### config.mk
export PLATFORM = sky130hd
export DESIGN_NAME = mqmr_ram
export DESIGN_NICKNAME = d
export VERILOG_FILES = /design/src/rtl/mqmr_ram.sv
export SDC_FILE = /design/constraint.sdc
export NUM_CORES = 1
export LEC_CHECK = 0
export BUFFER_PORTS_ARGS = -buffer_cell sky130_fd_sc_hd__buf_2
export CORE_ASPECT_RATIO = 1.25
export CORE_UTILIZATION = 45
export CTS_CLUSTER_SIZE = 14
export DETAILED_ROUTE_END_ITERATION = 16
export PLACE_DENSITY_LB_ADDON = 0.3
export SLEW_MARGIN = 20
export SYNTH_ARGS = -nofsm -noshare
export SYNTH_HDL_FRONTEND = slang
export SYNTH_SLANG_ARGS = --single-unit
### constraint.sdc
create_clock -name clk -period 2.3 [get_ports clk]
set_input_delay 0.46 -clock clk [delete_from_list [all_inputs] [get_ports clk]]
set_output_delay 0.46 -clock clk [all_outputs]
set_load 0.005 [all_outputs]
### src/rtl/mqmr_ram.sv
// ----------------------------------------------------------------------------
// mqmr_ram
// Simple dual-port RAM: one write port, one read port, registered read data.
// ----------------------------------------------------------------------------
`default_nettype none

module mqmr_ram #(
  parameter int WIDTH = 8,
  parameter int DEPTH = 2,
  localparam int AW   = (DEPTH > 1) ? $clog2(DEPTH) : 1
) (
  input  wire logic             clk,
  input  wire logic             we,
  input  wire logic [AW-1:0]    waddr,
  input  wire logic [WIDTH-1:0] wdata,
  input  wire logic [AW-1:0]    raddr,
  output logic      [WIDTH-1:0] rdata
);

  logic [WIDTH-1:0] mem [DEPTH];

  always_ff @(posedge clk) begin
    if (we) begin
      mem[waddr] <= wdata;
    end
    rdata <= mem[raddr];
  end

endmodule

`default_nettype wire

== Yosys cells after proc, flatten, opt, wreduce, memory -nomap -nowiden ==
Memories as Yosys holds them, arrays and structs flattened. A register that Yosys moved wholly into a read port is not among the register bits.
Index checks and enable logic that the tools add are counted.

* Mux-type cells: 2

{| class="wikitable"
|+ Operators with widths
! operator !! number
|-
| $mux 1 || 2
|}

* Register bits: 0
* Memory bits (writable): 16
* Input port bits: 12
* Output and inout port bits: 8
* Memories: 1

{| class="wikitable"
|+ Memories
! memory !! words !! bits a word !! rd ports !! clocked after memory_dff !! write ports !! RTL line !! RTL
|-
| mem || 2 || 8 || 1 || 1 || 1 || 20 || <nowiki>logic [WIDTH-1:0] mem [DEPTH];</nowiki>
|}

== Depth between registers and ports, before layout ==
* Depth after elaboration: 2
* Gate-level depth with buffers: 2

== Worst setup path before layout ==
No wires, ideal clock.

* Path type: input -> register
* Start point: input we
* End point: memory mem[0][0], enable pin
* Setup time: 0.373 ns
* Arrival time: 0.880 ns
* Data required time: 1.927 ns
* Setup slack: 1.047 ns
* Stages on the path: 1
* Cells stage by stage: nor2b_1

* Cells in the longest elaborated chain, start to end: 2

{| class="wikitable"
|+ Ends and longest elaborated chain
! item !! RTL line !! RTL
|-
| start: declaration || 13 || <nowiki>input wire logic we,</nowiki>
|-
| $mux 1 || 23 || <nowiki>if (we) begin</nowiki>
|-
| $mux 1 (implied by the code) || 24 || <nowiki>mem[waddr] <= wdata;</nowiki>
|-
| end: declaration || 20 ||
|}

No other way between the ends.

== Final worst setup path ==
* Start point: register rdata[1], read port of mem
* End point: output rdata[1]

{| class="wikitable"
|+ RTL lines
! item !! RTL line !! RTL
|-
| start: declaration || 17 || <nowiki>output logic [WIDTH-1:0] rdata</nowiki>
|}

No word-level cell between the ends.

==> run metrics <==
status=completed; vias in the first global route=344; CP Class=flop to output port; syn_nets=47; share of cells above drive strength 1=54.4%; fmax=843 MHz; largest net degree at the start of global routing=14; First DRT Iteration DRCs=3; fill count=136; via count=353; # rows=16; area of the core=approximately 1600 um^2; cts-stage hold buffer count=0; Clock Tree Root=clkbuf_4; post_cts resized=0; CP arrival=730 ps; total CTS buffers=3; Setup Skew=3.01 ps; static leakage=0.384 nW; Buf/Inv on CP=1; io pins=20; max-slew violations=0; unrepaired setup endpoints after global routing=false; #FFs+latches synth=24; Die Span Y=48.7 um; Slew @ Worst Pin=653 ps; Crit Path Max Fanout=1; final net count=70; Slew HR=56.4%; Post-Syn Instances=35; Post-CTS Setup Inserts=0; max-cap viol count=0; cell area after layout=927 um^2; P per Cell Area=824 nW/um^2; Placed Area=around 890 um^2; RD Place Congestion=0.599; I/O Buffers=19; sequential standard cell area=641 um^2; WL/cell=11.6 um; Multi-input gate area=133 um^2; DRT Pass-1 Iters=2; library cells used by synthesis=6; die area=1920 um^2; delay of the slowest critical-path stage=roughly 320 ps; Initial Util=49.0%; global-route wire length before repair=1350 um; htree depth=1; CTS clock-pin slew for the worst setup and hold paths=120 ps; Overall Global Routing Usage=10.6%; clk buf depth=2; mapped cell area=785 um^2; sequential element share of the synthesized area=approximately 82%; Final ANT Viol Nets=0; CTS tree=yes; Chip Width=between 30 and 40 um; Syn. warnings=0; Worst path slowest cell=dfxtp_1; Worst EP required=1840 ps; total wire length=867 um; Post-Syn Area per Cell=22.4 um^2; Final Setup Violations=0; worst setup margin=1110 ps; Fin. Hold Viols=0; CP Capture Type=output port; Avg Vias per Cell=4.71; remaining global-route overflow=0; setup_tns=0 ps; minimum clock period=1190 ps; Worst-Skew Late Latency=about 300 ps; synthesis-to-finish area growth=18.2%; clk sinks=24; maximum vdd drop=0.408 mV; Setup WS pre-CTS=845 ps; delay-heaviest family, CP=flip-flops; DRC violations left=0; Final Cycle Share=approximately half; crit start category=flop; initial antenna violation count=0; CP cell instances=buf_2; worst hold path class=primary input to flop; Diodes inserted=0; Final Core Density=just under 60%; total power=764 uW
[path summary, 6_finish.rpt]
path | startpoint | slack [ps] | depth (start not counted) | end
worst max-delay path | rdata[1] | 1110 | 1 | rdata[1]
worst min-delay path | wdata[4] | 340 | 1 | mem[1][4]
worst max register to register | mem[0][3] | 1540 | 1 | rdata[3]
worst min register to register | mem[1][7] | 480 | 1 | rdata[7]
[cells by family (layout without fill, tap and decap cells)]
| group | after synthesis | in the layout | synth area share [%] |
|---|---|---|---|
| AND/OR/NAND/NOR | 2 | 2 | 1.60 |
| flip-flops | 24 | 24 | 81.7 |
| multiplexers | 8 | 8 | 15.3 |
| buffers and inverters | 1 | 23 | 1.44 |
[per-stage QoR]
| step | hold WS (ps) | instances |
|---|---|---|
| 5_1_grt | 318 | 75 |
| 6_report | 343 | 75 |
| 3_3_place_gp | 456 | 71 |
| 3_5_place_dp | 464 | 71 |
| 2_1_floorplan | 452 | 35 |
| 4_1_cts | 333 | 75 |
[sequential cells by signal, summed over array words and instances (netlist names)]
signal and cells:
mem 16, rdata 8
[synthesized netlist by cell type]
cell,n,share of area [%]
nor2b_1,1,0.80
mux2_4,8,15
buf_6,1,1.4
and2_1,1,0.80
edfxtp_1,16,61
dfxtp_1,8,20
[cell usage in the layout (no fill, tap or decap)]
cell	n
buf_2	19
edfxtp_1	16
mux2_4	8
dfxtp_1	8
clkbuf_4	3
nor2b_1	1
and2_1	1
clkbuf_8	1
[per-layer routing]
layer,global-route usage [%],part of all wire [%]
met1,10.6,38
met2,18.9,56
met3,4.13,6.5
met4,3.45,0
met5,0,0
[power breakdown]
part / internal, mW / switching, mW / leakage (nW)
clock network: 0.0964 / 0.112 / 0.0210
logic: 0.0342 / 0.0208 / 0.145
registers: 0.494 / 0.00739 / 0.218
total: 0.624 / 0.140 / 0.384
[cell type report]
cell class / instances / share of cell area [%]
flip-flops and latches: 24 / 69.1
multi-input cells: 10 / 14.3
repair buffers: 19 / 10.3
clock buffers: 4 / 3.91
well taps: 18 / 2.43
Note: power is estimated with default switching activity, not from simulation.
